## config.mk

```make
export PLATFORM = sky130hd
export DESIGN_NAME = console_line_editor_core
export DESIGN_NICKNAME = d
export VERILOG_FILES = /design/src/sv/cle_pkg.sv /design/src/sv/console_line_editor_core.sv
export SDC_FILE = /design/constraint.sdc
export NUM_CORES = 2
export LEC_CHECK = 0
export ABC_CLOCK_PERIOD_IN_PS = 4440
export BUFFER_PORTS_ARGS = -buffer_cell sky130_fd_sc_hd__buf_2
export CORE_UTILIZATION = 40
export CTS_CLUSTER_DIAMETER = 200
export DETAILED_ROUTE_END_ITERATION = 16
export GPL_TIMING_DRIVEN = 0
export HOLD_SLACK_MARGIN = 0.08
export SLEW_MARGIN = 20
export SYNTH_ARGS = -nofsm -noshare
export SYNTH_HDL_FRONTEND = slang
export SYNTH_SLANG_ARGS = --single-unit
```

## constraint.sdc

```tcl
create_clock -name clk -period 4.44 [get_ports clk]
set_input_delay 0.222 -clock clk [delete_from_list [all_inputs] [get_ports clk]]
set_output_delay 0.222 -clock clk [all_outputs]
set_load 0.05 [all_outputs]
```

## src/sv/cle_pkg.sv

```systemverilog
package cle_pkg;

  typedef logic [2:0] kind_t;
  typedef logic [7:0] byte_t;

  // result kinds
  localparam kind_t KIND_NONE    = 3'd0;
  localparam kind_t KIND_ECHO    = 3'd1;
  localparam kind_t KIND_ERASE   = 3'd2;
  localparam kind_t KIND_READ    = 3'd3;
  localparam kind_t KIND_NOTHING = 3'd4;
  localparam kind_t KIND_EOF     = 3'd5;

  // operation codes
  localparam logic OP_KEY  = 1'b0;
  localparam logic OP_READ = 1'b1;

  // control characters
  localparam byte_t KEY_NUL    = 8'h00;
  localparam byte_t KEY_CTRL_D = 8'h04;
  localparam byte_t KEY_CTRL_H = 8'h08;
  localparam byte_t KEY_LF     = 8'h0A;
  localparam byte_t KEY_CR     = 8'h0D;
  localparam byte_t KEY_CTRL_P = 8'h10;
  localparam byte_t KEY_CTRL_U = 8'h15;
  localparam byte_t KEY_DEL    = 8'h7F;

  typedef struct packed {
    kind_t kind;
    byte_t byte_value;
    byte_t erase_count;
    logic  line_end;
  } result_t;

endpackage

```

## src/sv/console_line_editor_core.sv

```systemverilog
// Channel   Direction  Handshake          Payload
// in_       input      in_valid/in_stall  in_op, in_key, in_continuing
// out_      output     out_valid/out_stall out_result_kind, out_byte_value,
//                                         out_erase_count, out_line_end
//
// A key or an empty read passes through ST_IDLE and ST_DONE; a read of a stored byte
// also passes ST_RD_WAIT for the registered line store read.
// Ctrl-U walks back one character at a time through the store read port, alternating
// ST_KILL_RD and ST_KILL_CHK until the commit point or a newline stops the walk.
// Reset (synchronous, rst_n low) zeroes the three pointers; the store needs no clearing.
// The result register holds one result; a new item is taken while it waits,
// and the result stage holds until out_stall drops.
module console_line_editor_core #(
  parameter int BUF_DEPTH = 128
) (
  input  logic            clk,
  input  logic            rst_n,
  input  logic            in_valid,
  output logic            in_stall,
  input  logic            in_op,
  input  cle_pkg::byte_t  in_key,
  input  logic            in_continuing,
  output logic            out_valid,
  input  logic            out_stall,
  output cle_pkg::kind_t  out_result_kind,
  output cle_pkg::byte_t  out_byte_value,
  output cle_pkg::byte_t  out_erase_count,
  output logic            out_line_end
);
  import cle_pkg::*;

  localparam int PW = $clog2(2 * BUF_DEPTH);
  localparam int SW = (BUF_DEPTH > 1) ? $clog2(BUF_DEPTH) : 1;
  localparam int CW = $clog2(BUF_DEPTH + 1);
  localparam logic [PW-1:0] PTR_MAX = PW'(2 * BUF_DEPTH - 1);
  localparam logic [PW-1:0] DEPTH_P = PW'(BUF_DEPTH);
  localparam logic [PW:0]   PTR_MOD = (PW + 1)'(2 * BUF_DEPTH);
  localparam logic [PW:0]   DEPTH_D = (PW + 1)'(BUF_DEPTH);

  localparam logic [2:0] ST_IDLE     = 3'd0;
  localparam logic [2:0] ST_RD_WAIT  = 3'd1;
  localparam logic [2:0] ST_KILL_RD  = 3'd2;
  localparam logic [2:0] ST_KILL_CHK = 3'd3;
  localparam logic [2:0] ST_DONE     = 3'd4;

  function automatic logic [PW-1:0] ptr_inc(input logic [PW-1:0] p);
    return (p == PTR_MAX) ? '0 : p + 1'b1;
  endfunction

  function automatic logic [PW-1:0] ptr_dec(input logic [PW-1:0] p);
    return (p == '0) ? PTR_MAX : p - 1'b1;
  endfunction

  function automatic logic [PW:0] ptr_dist(input logic [PW-1:0] a, input logic [PW-1:0] b);
    logic [PW:0] aw;
    logic [PW:0] bw;
    aw = {1'b0, a};
    bw = {1'b0, b};
    return (a >= b) ? aw - bw : aw + PTR_MOD - bw;
  endfunction

  function automatic logic [SW-1:0] slot(input logic [PW-1:0] p);
    logic [PW-1:0] s;
    s = (p >= DEPTH_P) ? p - DEPTH_P : p;
    return s[SW-1:0];
  endfunction

  byte_t mem [BUF_DEPTH];
  byte_t rdata_r;
  logic  mem_we;
  logic [SW-1:0] mem_wa;
  logic [SW-1:0] mem_ra;
  byte_t mem_wd;

  logic [2:0]    state_r, state_nxt;
  logic [PW-1:0] read_r, read_nxt;
  logic [PW-1:0] commit_r, commit_nxt;
  logic [PW-1:0] edit_r, edit_nxt;
  logic [CW-1:0] cnt_r, cnt_nxt;
  logic          cont_r, cont_nxt;
  result_t       pend_r, pend_nxt;
  result_t       out_r, out_nxt;
  logic          out_valid_r, out_valid_nxt;

  logic [12:0]   cnt_wide;
  result_t       kill_res;
  byte_t         store_c;
  logic [PW-1:0] edit_inc;

  always_ff @(posedge clk) begin
    if (mem_we) begin
      mem[mem_wa] <= mem_wd;
    end
    rdata_r <= mem[mem_ra];
  end

  always_comb begin
    cnt_wide = 13'(cnt_r);
    kill_res = '0;
    if (cnt_r != '0) begin
      kill_res.kind        = KIND_ERASE;
      kill_res.erase_count = (cnt_wide > 13'd255) ? 8'hFF : cnt_wide[7:0];
    end
    store_c  = (in_key == KEY_CR) ? KEY_LF : in_key;
    edit_inc = ptr_inc(edit_r);
  end

  always_comb begin
    state_nxt     = state_r;
    read_nxt      = read_r;
    commit_nxt    = commit_r;
    edit_nxt      = edit_r;
    cnt_nxt       = cnt_r;
    cont_nxt      = cont_r;
    pend_nxt      = pend_r;
    out_nxt       = out_r;
    out_valid_nxt = out_valid_r;
    mem_we        = 1'b0;
    mem_wa        = slot(edit_r);
    mem_wd        = store_c;
    mem_ra        = slot(read_r);

    // drop the result once transferred
    if (out_valid_r && !out_stall) begin
      out_valid_nxt = 1'b0;
    end

    unique case (state_r)
      ST_IDLE: begin
        if (in_valid) begin
          pend_nxt  = '0;
          state_nxt = ST_DONE;
          if (in_op == OP_READ) begin
            cont_nxt = in_continuing;
            if (read_r == commit_r) begin
              pend_nxt.kind = KIND_NOTHING;
            end else begin
              state_nxt = ST_RD_WAIT;
            end
          end else if (in_key == KEY_CTRL_P) begin
            pend_nxt.kind = KIND_NONE;
          end else if (in_key == KEY_CTRL_U) begin
            cnt_nxt   = '0;
            state_nxt = ST_KILL_RD;
          end else if (in_key == KEY_CTRL_H || in_key == KEY_DEL) begin
            if (edit_r != commit_r) begin
              edit_nxt             = ptr_dec(edit_r);
              pend_nxt.kind        = KIND_ERASE;
              pend_nxt.erase_count = 8'd1;
            end
          end else if (in_key != KEY_NUL && ptr_dist(edit_r, read_r) < DEPTH_D) begin
            mem_we   = 1'b1;
            edit_nxt = edit_inc;
            if (store_c == KEY_LF || store_c == KEY_CTRL_D ||
                ptr_dist(edit_inc, read_r) == DEPTH_D) begin
              commit_nxt = edit_inc;
            end
            pend_nxt.kind       = KIND_ECHO;
            pend_nxt.byte_value = store_c;
          end
        end
      end
      ST_RD_WAIT: begin
        pend_nxt  = '0;
        state_nxt = ST_DONE;
        if (rdata_r == KEY_CTRL_D) begin
          // leave a later Ctrl-D in place for the next read
          if (!cont_r) begin
            read_nxt = ptr_inc(read_r);
          end
          pend_nxt.kind = KIND_EOF;
        end else begin
          read_nxt            = ptr_inc(read_r);
          pend_nxt.kind       = KIND_READ;
          pend_nxt.byte_value = rdata_r;
          pend_nxt.line_end   = (rdata_r == KEY_LF);
        end
      end
      ST_KILL_RD: begin
        if (edit_r != commit_r) begin
          mem_ra    = slot(ptr_dec(edit_r));
          state_nxt = ST_KILL_CHK;
        end else begin
          pend_nxt  = kill_res;
          state_nxt = ST_DONE;
        end
      end
      ST_KILL_CHK: begin
        if (rdata_r != KEY_LF) begin
          edit_nxt  = ptr_dec(edit_r);
          cnt_nxt   = cnt_r + 1'b1;
          state_nxt = ST_KILL_RD;
        end else begin
          pend_nxt  = kill_res;
          state_nxt = ST_DONE;
        end
      end
      ST_DONE: begin
        if (!out_valid_r || !out_stall) begin
          out_nxt       = pend_r;
          out_valid_nxt = 1'b1;
          state_nxt     = ST_IDLE;
        end
      end
      default: begin
        state_nxt = ST_IDLE;
      end
    endcase
  end

  always_ff @(posedge clk) begin
    if (!rst_n) begin
      state_r     <= ST_IDLE;
      read_r      <= '0;
      commit_r    <= '0;
      edit_r      <= '0;
      out_valid_r <= 1'b0;
    end else begin
      state_r     <= state_nxt;
      read_r      <= read_nxt;
      commit_r    <= commit_nxt;
      edit_r      <= edit_nxt;
      out_valid_r <= out_valid_nxt;
    end
    cnt_r  <= cnt_nxt;
    cont_r <= cont_nxt;
    pend_r <= pend_nxt;
    out_r  <= out_nxt;
  end

  assign in_stall        = (state_r != ST_IDLE);
  assign out_valid       = out_valid_r;
  assign out_result_kind = out_r.kind;
  assign out_byte_value  = out_r.byte_value;
  assign out_erase_count = out_r.erase_count;
  assign out_line_end    = out_r.line_end;

endmodule

```

==> impl_metrics.env <==
export IMPL_synth_seq_area_share=0.720
export IMPL_synth_ff_type="edfxtp_1"
export IMPL_postLayoutCoreUtil=0.483
export IMPL_cap_violations=0
export IMPL_ant_nets=0
export IMPL_cp_start_kind="flip-flop"
export IMPL_gp_congestion=1.12
export IMPL_ff2ff_setup_slack_ns=-0.04
export IMPL_powerDensity_nw_per_um2=405
export IMPL_coreArea_um2=113000
export IMPL_via_per_inst=6.11
export IMPL_start_util=0.405
export IMPL_leakage_nw=19.0
export IMPL_cts_tree="built"
export IMPL_synth_edff_count=1073
export IMPL_synth_area_leaders="edfxtp_1 70%, nand2_1 6.3%, mux2i_1 3.6%"
export IMPL_grt_pass1_wl_um=226000
export IMPL_clock_root_buffer="clkbuf_16"
export IMPL_yosys_area_top_type="edfxtp_1"
export IMPL_crit_type="flip-flop to flip-flop"
export IMPL_dr_pass1_iters=13
export IMPL_finClkSkew_ns=0.0336
export IMPL_synth_async_sr_flop_share=0
export IMPL_status="finished with violations"
export IMPL_synth_top_area_frac=0.704
export IMPL_whs_path_depth=2
export IMPL_slew_viol_final=0
export IMPL_dpl_hpwl_um=113000
export IMPL_hp_class="primary input to flip-flop"
export IMPL_wire_per_inst_um=31.1
export IMPL_htreeDepth=3
export IMPL_grt_max_degree=75
export IMPL_hp_start="in_continuing"
export IMPL_drive_gt1_frac=0.187
export IMPL_worstMarginPinSlew_ns=0.995
export IMPL_place_area_um2=48300
export IMPL_io_buffers=35
export IMPL_die_area_um2=116000
export IMPL_drc=0
export IMPL_rr_endpoint="rdata_r[7]$_DFF_P_"
export IMPL_die_h_um=340
export IMPL_violations="setup timing"
export IMPL_cts_buffers=115
export IMPL_relSlewSlack=0.328
export IMPL_syn_avg_cell_area_um2=13.2
export IMPL_antenna_found_initial=6
export IMPL_yosysUniqueCellTypes=75
export IMPL_worstRegToRegCells=13
export IMPL_finalWorstSetupSlack_ns=-0.0428
export IMPL_timing_rr_start="edit_r[1]$_SDFFE_PN0P_"
export IMPL_syn_nets=3502
export IMPL_whs_ns=0.227
export IMPL_final_area_um2=54500
export IMPL_final_min_clock_period_ns=4.48
export IMPL_final_hold_viol_count=0
export IMPL_max_vdd_ir_drop_mv=0.315
export IMPL_synth_most_common_cell="edfxtp_1"
export IMPL_synth_area_um2=45800
export IMPL_nets=3715
export IMPL_cp_max_fo=10
export IMPL_drtIter0Drc=5066
export IMPL_setup_violations=4
export IMPL_cp_arrival_ns=5.07
export IMPL_min_to="cont_r$_DFFE_PP_"
export IMPL_clk_path_buf_depth=3
export IMPL_track_usage=0.279
export IMPL_endpoint_kind="flip-flop"
export IMPL_syn_inst=3465
export IMPL_drt_wl_total_um=164000
export IMPL_max_freq_mhz=223
export IMPL_finalCritPeriodShare=1.01
export IMPL_nFillCells=9748
export IMPL_grt_pass1_vias=29994
export IMPL_clock_sinks=1109
export IMPL_yosys_warnings=0
export IMPL_yosys_top_cells_count="1073 x edfxtp_1, 763 x nand2_1, 323 x nand3_1, 218 x nor2_1, 163 x mux2i_1"
export IMPL_clk_latency_ns=0.74
export IMPL_num_io_pins=36
export IMPL_path_clk_slew_ns=0.06
export IMPL_num_vias=32274
export IMPL_synth_seq_cells=1109
export IMPL_cp_required_ns=5.03
export IMPL_syn_to_final_growth_pct=19.2
export IMPL_fp_dieW_um=340
export IMPL_grt_overflow_total=0
export IMPL_rows=123
## registers in the layout, indices dropped and copies added, names as in the netlist
name,count
cnt_r,8
commit_r,8
cont_r,1
edit_r,8
mem,1024
out_byte_value,8
out_erase_count,8
out_line_end,1
out_result_kind,3
out_valid,1
pend_r,20
rdata_r,8
read_r,8
state_r,3
## metal layers
metal / track usage / vias up / routed length, um
met3: 0.0803 / 489 / 21700
met1: 0.368 / 16009 / 61000
li1: - / 13424 / -
met5: 0 / - / 71
met2: 0.415 / 2348 / 70500
met4: 0.153 / 4 / 11000
## cell type report
class | count | area (um2) | share of cell area
clock buffer | 144 | 3030 | 0.0555
clock inverter | 73 | 778 | 0.0143
buffer | 204 | 1370 | 0.0251
tap | 1500 | 1880 | 0.0344
antenna | 2 | 5.00 | 0.0000918
inverter | 23 | 93.8 | 0.00172
timing repair buffer | 103 | 1110 | 0.0204
multi-input combinational | 2122 | 13300 | 0.244
sequential | 1109 | 32900 | 0.604
## where the power goes
group	total (W)	internal (W)	switching, W
Sequential	0.0116	0.0115	0.0000201
Clock	0.00988	0.00571	0.00417
Combinational	0.000658	0.000158	0.000500
Total	0.0221	0.0174	0.00469
## what timing repair did
action                      CTS  global route
hold buffers                 12             0
cloned                        0             0
gates resized for setup     431           110
setup endpoints to repair  1032           206
buffers inserted             28             8
pin swaps                    25            18
hold endpoints to repair     41             0
## critical path, cell delays in order, from the launching register on
cell      delay (ns)
dfxtp_1         0.38
buf_4           0.21
xnor2_1         0.15
nand4_1         0.20
o21a_1          0.25
buf_6           0.16
mux2i_4         0.39
buf_2           0.37
buf_2           0.38
buf_4           0.38
mux2i_1         0.17
o221ai_1        0.60
a311oi_2        0.26
a32oi_2         0.43
## worst max path at each step
stage / start / end / slack [ns]
CTS: edit_r[1]$_SDFFE_PN0P_ / rdata_r[5]$_DFF_P_ / -0.02
floorplan: read_r[1]$_SDFFE_PN0P_ / mem[100][0]$_DFFE_PP_ / 0.70
finish: edit_r[1]$_SDFFE_PN0P_ / rdata_r[7]$_DFF_P_ / -0.04
global route: edit_r[1]$_SDFFE_PN0P_ / rdata_r[1]$_DFF_P_ / -0.05
detailed placement: edit_r[1]$_SDFFE_PN0P_ / rdata_r[0]$_DFF_P_ / -1.60
global placement: in_key[7] / mem[61][7]$_DFFE_PP_ / -1.95
## per-stage QoR
| stage | std cells | TNS (ns) | setup WS, ns | power (W) |
|---|---|---|---|---|
| 3_5_place_dp | 5020 | -769.62 | -1.60 | 0.0124 |
| 2_1_floorplan | 3465 | 0 | 0.703 | 0.0121 |
| 6_report | 5280 | -0.0912 | -0.0428 | 0.0221 |
| 4_1_cts | 5273 | -0.0239 | -0.0202 | 0.0221 |
| 5_1_grt | 5278 | -0.0803 | -0.0487 | 0.0225 |
| 3_3_place_gp | 5000 | -2054.10 | -1.95 | 0.0123 |
## cell families (layout without fill, tap and decap cells)
group	count (synthesis)	in the layout	synth area share
AOI/OAI and AO/OA	431	431	0.0670
xor gates and xnor gates	36	36	0.00706
adders and majority gates	23	23	0.00645
buffers and inverters	234	547	0.0234
DFF	1109	1109	0.720
muxes	168	168	0.0373
other	0	2	0
and+or+nand+nor	1464	1464	0.139
## placed cells by master, fill, tap and decap left out, drive strengths merged, types with 16 or more instances in the layout
cell type | Yosys | layout
nor3 | 18 | 18
a21oi | 98 | 98
buf | 125 | 195
xnor2 | 19 | 19
dfxtp | 36 | 36
o221ai | 41 | 41
nand2 | 763 | 763
and2 | 16 | 16
a32oi | 42 | 42
nand3 | 323 | 323
inv | 23 | 27
and3 | 25 | 25
ha | 22 | 22
xor2 | 17 | 17
nor2 | 218 | 218
clkinv | 0 | 45
a221oi | 28 | 28
o21ai | 63 | 63
clkbuf | 86 | 243
nor4 | 26 | 26
a41oi | 26 | 26
a31oi | 35 | 35
mux2i | 165 | 165
edfxtp | 1073 | 1073
Note: power is estimated with default switching activity, not from simulation.
